<file path="src/rtl/core/egs_pkg.sv">
// Shared types and constants for the elliptical Gaussian sampler.
// Used by every module under rtl/core except egs_checker; no dependencies of its own.
`default_nettype none

package egs_pkg;

  localparam int XY_W     = 18;
  localparam int COEF_W   = 16;
  localparam int PEAK_W   = 32;
  localparam int SAMPLE_W = 32;
  localparam int U_W      = 30;
  localparam int G_W      = 30;
  localparam int A_W      = 31;
  localparam int N_W      = 6;
  localparam int IDX_W    = 3;
  localparam int IN_W     = 40;

  localparam int TAYLOR_TERMS = 8;
  localparam int RECIP_SHIFT  = 34;

  localparam logic [A_W-1:0]  Q30_ONE    = 31'h4000_0000;
  localparam logic [30:0]     LOG2E_Q30  = 31'd1549082005;
  localparam logic [29:0]     LN2_Q30    = 30'd744261118;
  localparam logic [59:0]     FORM_LIMIT = 60'h20_0000_0000;

  localparam logic [COEF_W-1:0] RST_ANGLE_COS  = 16'd16384;
  localparam logic [COEF_W-1:0] RST_ANGLE_SIN  = 16'd0;
  localparam logic [COEF_W-1:0] RST_INV_MAJOR  = 16'd16384;
  localparam logic [COEF_W-1:0] RST_INV_MINOR  = 16'd16384;
  localparam logic [PEAK_W-1:0] RST_PEAK_SCALE = 32'd65536;

  typedef enum logic [IDX_W-1:0] {
    REG_ANGLE_COS  = 3'd0,
    REG_ANGLE_SIN  = 3'd1,
    REG_INV_MAJOR  = 3'd2,
    REG_INV_MINOR  = 3'd3,
    REG_PEAK_SCALE = 3'd4
  } cfg_reg_t;

  // Beat travelling through the exponential section
  typedef struct packed {
    logic           zero;
    logic [N_W-1:0] n;
    logic [G_W-1:0] g;
    logic [A_W-1:0] a;
  } hs_t;

  // ceil(2^34 / k): exact floor division of any 31-bit value by k in 3, 5, 6, 7 (other k return 0)
  function automatic logic [32:0] recip_q34(input int k);
    case (k)
      3:       return 33'd5726623062;
      5:       return 33'd3435973837;
      6:       return 33'd2863311531;
      7:       return 33'd2454267027;
      default: return 33'd0;
    endcase
  endfunction

endpackage

`default_nettype wire

</file>
<file path="src/rtl/core/egs_horner_step.sv">
// One Horner step of the exp(-g) series: a = 1 - round(g*a)/K, two stages.
// Depends on egs_pkg.
`default_nettype none

module egs_horner_step #(
  parameter int K = 8
) (
  input  wire logic    clk,
  input  wire logic    rst_n,
  input  wire logic    up_valid,
  output logic         up_ready,
  input  wire egs_pkg::hs_t up_data,
  output logic         dn_valid,
  input  wire logic    dn_ready,
  output egs_pkg::hs_t dn_data
);
  import egs_pkg::*;

  logic v1_r, v2_r;
  logic en1, en2;
  hs_t  s1_r, s2_r;
  logic [60:0] pp;
  logic [A_W-1:0] p_r;
  logic [A_W-1:0] quot;

  assign en2      = !v2_r || dn_ready;
  assign en1      = !v1_r || en2;
  assign up_ready = en1;

  assign pp = 61'(up_data.g) * 61'(up_data.a) + 61'(1 << 29);

  generate
    if ((K & (K - 1)) == 0) begin : g_pow2
      assign quot = p_r >> $clog2(K);
    end else begin : g_recip
      logic [63:0] qp;
      assign qp   = 64'(p_r) * 64'(recip_q34(K));
      assign quot = A_W'(qp[63:RECIP_SHIFT]);
    end
  endgenerate

  always_ff @(posedge clk) begin
    if (!rst_n) begin
      v1_r <= 1'b0;
      v2_r <= 1'b0;
    end else begin
      if (en1) v1_r <= up_valid;
      if (en2) v2_r <= v1_r;
    end
    if (en1) begin
      s1_r <= up_data;
      p_r  <= pp[60:30];
    end
    if (en2) begin
      s2_r <= '{zero: s1_r.zero, n: s1_r.n, g: s1_r.g, a: Q30_ONE - quot};
    end
  end

  assign dn_valid = v2_r;
  assign dn_data  = s2_r;

endmodule

`default_nettype wire

</file>
<file path="config.mk">
export PLATFORM = sky130hd
export DESIGN_NAME = egs_horner_step
export DESIGN_NICKNAME = d
export VERILOG_FILES = /design/src/rtl/core/egs_pkg.sv /design/src/rtl/core/egs_horner_step.sv
export SDC_FILE = /design/constraint.sdc
export NUM_CORES = 2
export LEC_CHECK = 0
export BUFFER_PORTS_ARGS = -buffer_cell sky130_fd_sc_hd__buf_2
export CAP_MARGIN = 20
export CORE_UTILIZATION = 55
export CTS_CLUSTER_SIZE = 28
export DETAILED_ROUTE_END_ITERATION = 10
export PLACE_DENSITY = 0.87
export SYNTH_ARGS = -nofsm -noshare
export SYNTH_HDL_FRONTEND = slang
export SYNTH_SLANG_ARGS = --single-unit
</file>
<file path="constraint.sdc">
create_clock -name clk -period 6.9 [get_ports clk]
set_clock_uncertainty 0.05 [all_clocks]
set_input_delay 0.345 -clock clk [delete_from_list [all_inputs] [get_ports clk]]
set_output_delay 0.345 -clock clk [all_outputs]
set_load 0.05 [all_outputs]
</file>
==> results.md <==
* Max incr delay on CP at 560 ps
* Vias in the first global route at 31336
* GR Overflow Total at 0
* Fin cells at 4747
* Stages on worst setup path at 27
* Nets at 5044
* Top-level I/O count at 142
* EDFF count, synth at 133
* Slew @ Worst Pin at 725.1 ps
* Largest delay share family, worst path: adder cells
* Headroom to the max-slew limit at 51.21%
* Die area at 63820 um2
* Met1 usage at 36.67%
* Buf+Inv Stages, Crit Path at 7
* Clock tree from TritonCTS: yes
* Syn Nets at 4699
* Via count at 27803
* TritonCTS Buffers at 17
* CTS Buffer Depth at 2
* Met2 Track Usage GR at 57.98%
* Setup violations, final at 22
* Tightest Hold Check Type: in2reg
* Tmin final at 7210 ps
* Site row count at 91
* Yosys warns at 0
* # Max-Cap Violations at 0
* Synth unique cells at 58
* Fmax at 138.7 MHz
* GR Util All Layers at 35.01%
* Dpl cell area at 38740 um2
* Failing checks: DRC, hold timing, setup timing
* Commonest non-fill, non-tap cell in the layout: inv_1
* Initial Util at 55.78%
* Grt peak-use layer: met2
* Antenna violations before repair at 8
* Die H at 252.6 um
* DR vias/cell at 5.857
* Core area at 61940 um2
* Avg Inst Size Synth at 9.745 um2
* Synth top area cells: fa_1 (47%), edfxtp_1 (12%), ha_1 (9.9%)
* CP startpoint kind: primary input
* Buffers on Ports at 141
* Setup WS post-layout at -310.5 ps
* Critical path endpoint category: flip-flop
* Crit path required time at 7070 ps
* Largest net degree at the start of global routing at 43
* Post-synthesis async set-or-reset flop share at 0%
* WHS at -1.385 ps
* Hold depth at 1
* DR DRC count at 2
* Worst Path Max Fanout at 13
* Top-area cell type share of the netlist area at 46.82%
* Yosys reg bits at 135
* DRT Wirelength at 110200 um
* Placed cell count at 4678
* Synth area leader: fa_1
* Most frequent CP cell: fa_1
* H-tree depth at 4
* Die X at 252.6 um
* RSZ-0062 raised after global routing: yes
* Max Transition Viols Final at 0
* CTS clk-pin slew, worst paths at 70 ps
* Final GP Congestion at 0.9985
* Status: finished with violations
* Layout Utilization at 65.35%
* Synth Flop Type: edfxtp_1
* First-pass GRT wire length at 167000 um
* Root Buffer Master: clkbuf_16
* CP max stage cell: or4_4
* # hold bufs at CTS at 0
* Synth Instances at 3545
* Final period util at 104.5%
* P&R area growth vs syn at 17.16%
* Clk_lat worst skew at 470 ps
* Critical Setup Path Class: in2reg
* Wire per inst at 23.21 um
* ANT nets after route at 0
* Post-synthesis sequential area ratio at 11.68%
* CTS Sinks at 135
* Dpl hpwl at 83390 um
* Fill count at 4191
* Share of layout cells above drive strength 1 at 18.27%
* Cell area after layout at 40480 um2
* Initial DRT Pass Iterations at 10
* Mapped Area at 34550 um2
* Fin. Hold Viols at 1
* Worst reg-to-reg path cell count at 4
* Met3 Use GR at 10.42%
* Most frequent cells in the layout: inv_1 (834), fa_1 (771), nand2_1 (465)
* Arrival time worst endpoint at 7380 ps
* 1st-iter DRT viols at 2752
repair_timing:
action | in CTS | in global routing
setup endpoints to repair | 24 | 26
hold endpoints to repair | 0 | 0
gates resized for setup | 127 | 134
setup buffers | 18 | 16
pin swaps | 41 | 70
stage by stage:
step           setup slack (ps)  TNS, ps  hold WS [ps]
3_3_place_gp             -849.1   -17170         351.3
5_1_grt                  -495.4    -6864        -13.65
4_1_cts                  -236.3    -1845         1.439
3_5_place_dp              -1047   -21210         355.2
6_report                 -310.5    -3768        -1.385
2_1_floorplan            -153.4   -396.4         350.3
sequential cells by signal, summed over array words and instances (netlist names):
| signal | cells |
|---|---|
| dn_data | 68 |
| s1_r | 37 |
| p_r | 28 |
| dn_valid | 1 |
| v1_r | 1 |
cells in the mapped netlist (15+ instances only):
cell / count
a21oi_1: 51
a21o_1: 24
and2_1: 495
inv_1: 858
clkbuf_1: 185
nand3_1: 15
fa_1: 808
o21ai_0: 23
nand2_1: 470
nor2_1: 32
xor2_1: 17
ha_1: 274
xnor2_1: 38
edfxtp_1: 133
path summary, 6_finish.rpt:
path | to | slack (ps) | start
setup reg to reg | dn_data[28]$_DFFE_PP_ | 3990 | p_r[11]$_DFFE_PP_
hold / removal | s1_r[67]$_DFFE_PP_ | -1 | up_data[67]
hold reg to reg | dn_data[55]$_DFFE_PP_ | 360 | s1_r[55]$_DFFE_PP_
setup / recovery | p_r[30]$_DFFE_PP_ | -310 | up_data[12]
worst register-to-register path, cell delays in order (launching register included):
cell      delay [ps]
edfxtp_1         440
or3_1            490
nor4_1           590
nand4_1          470
or4_1            620
cell families (layout without fill, tap and decap cells):
logic type / Yosys count / count (layout) / synth area share, %
fa+ha+maj: 1082 / 1082 / 56.75
simple gates: 1081 / 1081 / 15.88
buf+inv: 1045 / 1403 / 11.35
compound gates: 147 / 147 / 2.948
flops: 135 / 135 / 11.68
xor+xnor: 55 / 55 / 1.394
other cells: 0 / 7 / 0
layer usage:
layer	part of all wire (%)	wire length, um	vias up
met5	0.052	57	-
met4	11	11810	8
met3	12	12710	912
met2	48	52440	2171
met1	30	33160	13670
li1	-	-	11042
layout make-up:
type,instances,area (um2),share of cell area (%)
Antenna cell,7,17.52,0.04328
Clock buffer,19,432.9,1.070
Clock inverter,13,123.9,0.3060
Inverter,858,3221,7.957
Multi-Input combinational cell,2365,27280,67.41
Sequential cell,135,4034,9.966
Tap cell,837,1047,2.587
Timing Repair Buffer,513,4315,10.66
Power is left out: the tool's default activity adds up to more than one toggle a clock period on the data nets, which glitch-free logic cannot reach.
