==> src/rtl/core/egs_pkg.sv <==
// Shared types and constants for the elliptical Gaussian sampler.
// Used by every module under rtl/core except egs_checker; no dependencies of its own.
`default_nettype none

package egs_pkg;

  localparam int XY_W     = 18;
  localparam int COEF_W   = 16;
  localparam int PEAK_W   = 32;
  localparam int SAMPLE_W = 32;
  localparam int U_W      = 30;
  localparam int G_W      = 30;
  localparam int A_W      = 31;
  localparam int N_W      = 6;
  localparam int IDX_W    = 3;
  localparam int IN_W     = 40;

  localparam int TAYLOR_TERMS = 8;
  localparam int RECIP_SHIFT  = 34;

  localparam logic [A_W-1:0]  Q30_ONE    = 31'h4000_0000;
  localparam logic [30:0]     LOG2E_Q30  = 31'd1549082005;
  localparam logic [29:0]     LN2_Q30    = 30'd744261118;
  localparam logic [59:0]     FORM_LIMIT = 60'h20_0000_0000;

  localparam logic [COEF_W-1:0] RST_ANGLE_COS  = 16'd16384;
  localparam logic [COEF_W-1:0] RST_ANGLE_SIN  = 16'd0;
  localparam logic [COEF_W-1:0] RST_INV_MAJOR  = 16'd16384;
  localparam logic [COEF_W-1:0] RST_INV_MINOR  = 16'd16384;
  localparam logic [PEAK_W-1:0] RST_PEAK_SCALE = 32'd65536;

  typedef enum logic [IDX_W-1:0] {
    REG_ANGLE_COS  = 3'd0,
    REG_ANGLE_SIN  = 3'd1,
    REG_INV_MAJOR  = 3'd2,
    REG_INV_MINOR  = 3'd3,
    REG_PEAK_SCALE = 3'd4
  } cfg_reg_t;

  // Beat travelling through the exponential section
  typedef struct packed {
    logic           zero;
    logic [N_W-1:0] n;
    logic [G_W-1:0] g;
    logic [A_W-1:0] a;
  } hs_t;

  // ceil(2^34 / k): exact floor division of any 31-bit value by k in 3, 5, 6, 7 (other k return 0)
  function automatic logic [32:0] recip_q34(input int k);
    case (k)
      3:       return 33'd5726623062;
      5:       return 33'd3435973837;
      6:       return 33'd2863311531;
      7:       return 33'd2454267027;
      default: return 33'd0;
    endcase
  endfunction

endpackage

`default_nettype wire

==> src/rtl/core/egs_scale.sv <==
// Power-of-two scaling of the series result, peak multiply, rounding and
// saturation into the output register; three stages. Depends on egs_pkg.
`default_nettype none

module egs_scale (
  input  wire logic                           clk,
  input  wire logic                           rst_n,
  input  wire logic                           up_valid,
  output logic                                up_ready,
  input  wire egs_pkg::hs_t                   up_data,
  input  wire logic [egs_pkg::PEAK_W-1:0]     peak_scale,
  output logic                                dn_valid,
  input  wire logic                           dn_ready,
  output logic [egs_pkg::SAMPLE_W-1:0]        sample_value
);
  import egs_pkg::*;

  logic v1_r, v2_r, v3_r;
  logic en1, en2, en3;
  logic [39:0] sh;
  logic [A_W-1:0] e_nxt, e_r;
  logic [62:0] prod_r;
  logic [63:0] rr;
  logic [SAMPLE_W-1:0] out_r;

  assign en3      = !v3_r || dn_ready;
  assign en2      = !v2_r || en3;
  assign en1      = !v1_r || en2;
  assign up_ready = en1;

  always_comb begin
    sh = (40'(up_data.a) + (40'd1 << (up_data.n - N_W'(1)))) >> up_data.n;
    if (up_data.zero || up_data.n >= N_W'(40)) begin
      e_nxt = '0;
    end else if (up_data.n == '0) begin
      e_nxt = up_data.a;
    end else begin
      e_nxt = sh[A_W-1:0];
    end
    rr = 64'(prod_r) + 64'(1 << 29);
  end

  always_ff @(posedge clk) begin
    if (!rst_n) begin
      v1_r <= 1'b0;
      v2_r <= 1'b0;
      v3_r <= 1'b0;
    end else begin
      if (en1) v1_r <= up_valid;
      if (en2) v2_r <= v1_r;
      if (en3) v3_r <= v2_r;
    end
    if (en1) e_r    <= e_nxt;
    if (en2) prod_r <= 63'(e_r) * 63'(peak_scale);
    // saturate anything at or above 2^32
    if (en3) out_r  <= (rr[63:62] != 2'b00) ? '1 : rr[61:30];
  end

  assign dn_valid     = v3_r;
  assign sample_value = out_r;

endmodule

`default_nettype wire

==> config.mk <==
export PLATFORM = sky130hd
export DESIGN_NAME = egs_scale
export DESIGN_NICKNAME = d
export VERILOG_FILES = /design/src/rtl/core/egs_pkg.sv /design/src/rtl/core/egs_scale.sv
export SDC_FILE = /design/constraint.sdc
export NUM_CORES = 2
export LEC_CHECK = 0
export BUFFER_PORTS_ARGS = -buffer_cell sky130_fd_sc_hd__buf_4
export CAP_MARGIN = 5
export CORE_MARGIN = 1
export CORE_UTILIZATION = 35
export CTS_CLUSTER_DIAMETER = 120
export DETAILED_ROUTE_END_ITERATION = 10
export SETUP_SLACK_MARGIN = 0.2
export SYNTH_ARGS = -nofsm -noshare
export SYNTH_HDL_FRONTEND = slang
export SYNTH_SLANG_ARGS = --single-unit
==> constraint.sdc <==
create_clock -name clk -period 7.7 [get_ports clk]
set_input_delay 0.385 -clock clk [delete_from_list [all_inputs] [get_ports clk]]
set_output_delay 0.385 -clock clk [all_outputs]
set_load 0.1 [all_outputs]
==> out/qor.csv <==
metric;value;unit
IO buf count;107;
CP max-delay cell;fa_1;
unrepaired setup endpoints after global routing;yes;
post-route cell area;0.04487;mm^2
final antenna-violating net count;0;
syn nets;5560;
Leak;0.02187;uW
Worst Tran Pin Value;0.9926;ns
Die Ht;337.2;um
Yosys top cell by area;fa_1;
max-capacitance violation count;0;
commonest non-fill, non-tap cells in the layout;fa_1 (852), inv_1 (827), nand2_1 (630);
CTS tree;yes;
Max-slew headroom;33.58;%
maximum VDD drop;0.0002785;V
Vias per Instance;5.036;
top cell type's share of synthesized area;44.07;%
Rows;122;
Die X;337.2;um
worst skew pair latency;0.40;ns
Setup Viol. Count Final;10;
final hold vios;0;
Final Skew;0.01397;ns
violated checks;setup timing;
Crit path arrival time;7.99;ns
CP endpoint kind;register;
grt ovf;0;
PD cells;153.7;mW/mm^2
die area;0.1137;mm^2
final WL;116800;um
switch share;49.78;%
Ports;138;
register area;0.002973;mm^2
DR iter-0 viols;2019;
largest cells by area after synthesis;fa_1 (44%), ha_1 (9.1%), and2_1 (8.3%);
Max Root-Sink Buffers;2;
DP Wirelength;96620;um
DR DRC count;0;
area of the multi-input gates;0.03283;mm^2
number of synthesized flops with an enable pin;97;
Final Power;6895;uW
WL/cell;19.50;um
setup slack after layout;-0.1496;ns
number of fill cells in the layout;11090;
post-synthesis cell type count;94;
register share of total power;13.0;%
Starting Density;35.45;%
clock-pin slew on the worst setup and hold paths;0.09;ns
Fmax achieved;0.1274;GHz
Clock Sinks;100;
ys flop type;edfxtp_1;
htree depth;3;
vias in the first global route;31870;
first-pass GRT wire length;184600;um
root buf cell;clkbuf_16;
share of layout cells above drive strength 1;12.96;%
most common cell after layout, fill and taps aside;fa_1;
cell-internal power;3463;uW
Psw;3432;uW
pin count of the biggest net entering global routing;52;
crit-path max cell delay;0.54;ns
GRT Overall Usage;21.18;%
Worst EP required;7.84;ns
core footprint;0.1110;mm^2
Post-Syn Instances;4305;
drt first pass iters;5;
Hold-fix buffers, CTS;0;
#FFs+latches synth;100;
crit path time final;7.850;ns
Clk network pwr share;7.4;%
Gate power share;79.7;%
CTS Buf Count;9;
post-layout util;40.43;%
ys async rst share;0;%
Hold Path Class;in2reg;
Final Cycle Share;101.9;%
dpl ws;-0.6920;ns
Syn. warnings;0;
GPL Wtd Cong;0.9200;
via count;30160;
cell area after placement;0.04347;mm^2
Most common cell on crit path;fa_1;
Worst setup SP type;register;
initial antenna violation count;0;
CP Max Fanout;6;
Avg Inst Size Synth;9.137;um^2
outcome;complete, but fails checks;
Netlist Area Pre-Place;0.03934;mm^2
Final nets;5749;
critical path class;reg2reg;
synth-to-layout area growth;14.07;%
Final Max Tran Viols;0;
register area share after synthesis;7.557;%
## cell families (layout without fill, tap and decap cells)
| kind of cell | after synthesis | in the layout | synth area share (%) |
|---|---|---|---|
| compound gates | 385 | 385 | 7.033 |
| xor+xnor | 94 | 94 | 2.131 |
| fa+ha+maj | 1151 | 1151 | 53.14 |
| buf+inv | 1086 | 1280 | 10.46 |
| flops | 100 | 100 | 7.557 |
| mux | 42 | 42 | 1.419 |
| other cells | 0 | 2 | 0 |
| simple gates | 1447 | 1447 | 18.26 |
## Yosys cell counts, types with 31 or more instances
cell	count
fa_1	866
inv_1	833
nand2_1	635
and2_1	522
ha_1	285
clkbuf_1	224
nor2_1	107
edfxtp_1	97
a21oi_1	90
o21ai_0	57
xnor2_1	51
xor2_1	41
nand3_1	39
a21o_1	34
nand4_1	31
## cell type report
cell class                      instances  area share, %
Antenna cell                            2        0.01115
Clock buffer                            9         0.5019
Clock inverter                          7         0.1980
Inverter                              836          6.993
Multi-Input combinational cell       3119          73.17
Sequential cell                       100          6.625
Tap cell                             1488          4.149
Timing Repair Buffer                  428          8.348
## state kept, by name, summed over array words and instances, names as in the netlist
name          flops
sample_value     32
prod_r           34
v2_r              1
v1_r              1
e_r              31
dn_valid          1
## critical path: cells and delay by family, from the launching register on
family | cells | cell delay (ns)
fa+ha+maj | 9 | 4.23
simple gates | 5 | 0.63
flops | 1 | 0.48
buf+inv | 9 | 0.93
xor+xnor | 1 | 0.17
compound gates | 5 | 1.12
## routing by layer
layer	share of wire (%)	vias to the layer above	GRT usage, %
met2	49	914	35.77
met4	2.7	0	5.832
met1	43	15530	28.59
met5	0	-	0
li1	-	13560	-
met3	5.4	165	2.461
## stage by stage
stage	hold WS [ns]	instances	setup TNS, ns
after floorplan	0.4592	4305	0
after global placement	0.4947	5929	-8.805
after detailed placement	0.5044	5929	-9.107
after CTS	0.1803	5976	-1.091
after global routing	0.2108	5987	-5.240
final	0.2032	5989	-0.8918
## worst paths after layout
kind         depth (start not counted)   start  slack, ns          to
max reg2reg                         29  e_r[4]      -0.15  prod_r[62]
min reg2reg                          2    v1_r       0.53        v2_r
min                                  2   rst_n       0.20    dn_valid
max                                 29  e_r[4]      -0.15  prod_r[62]
## power by group through the flow
stage	clock [uW]	combinational, uW	sequential (uW)
2_1_floorplan	0	2600	1300
3_3_place_gp	0	4840	911
3_5_place_dp	0	4880	913
4_1_cts	531	5510	898
5_1_grt	543	6100	912
6_report	510	5490	893
## repair_timing
action                     in CTS  in global routing
gates cloned                    2                  0
resized for setup             129                 16
pin swaps                      90                 21
setup endpoints to repair      33                 33
buffers inserted               29                 10
(Power assumes the default switching activity.)
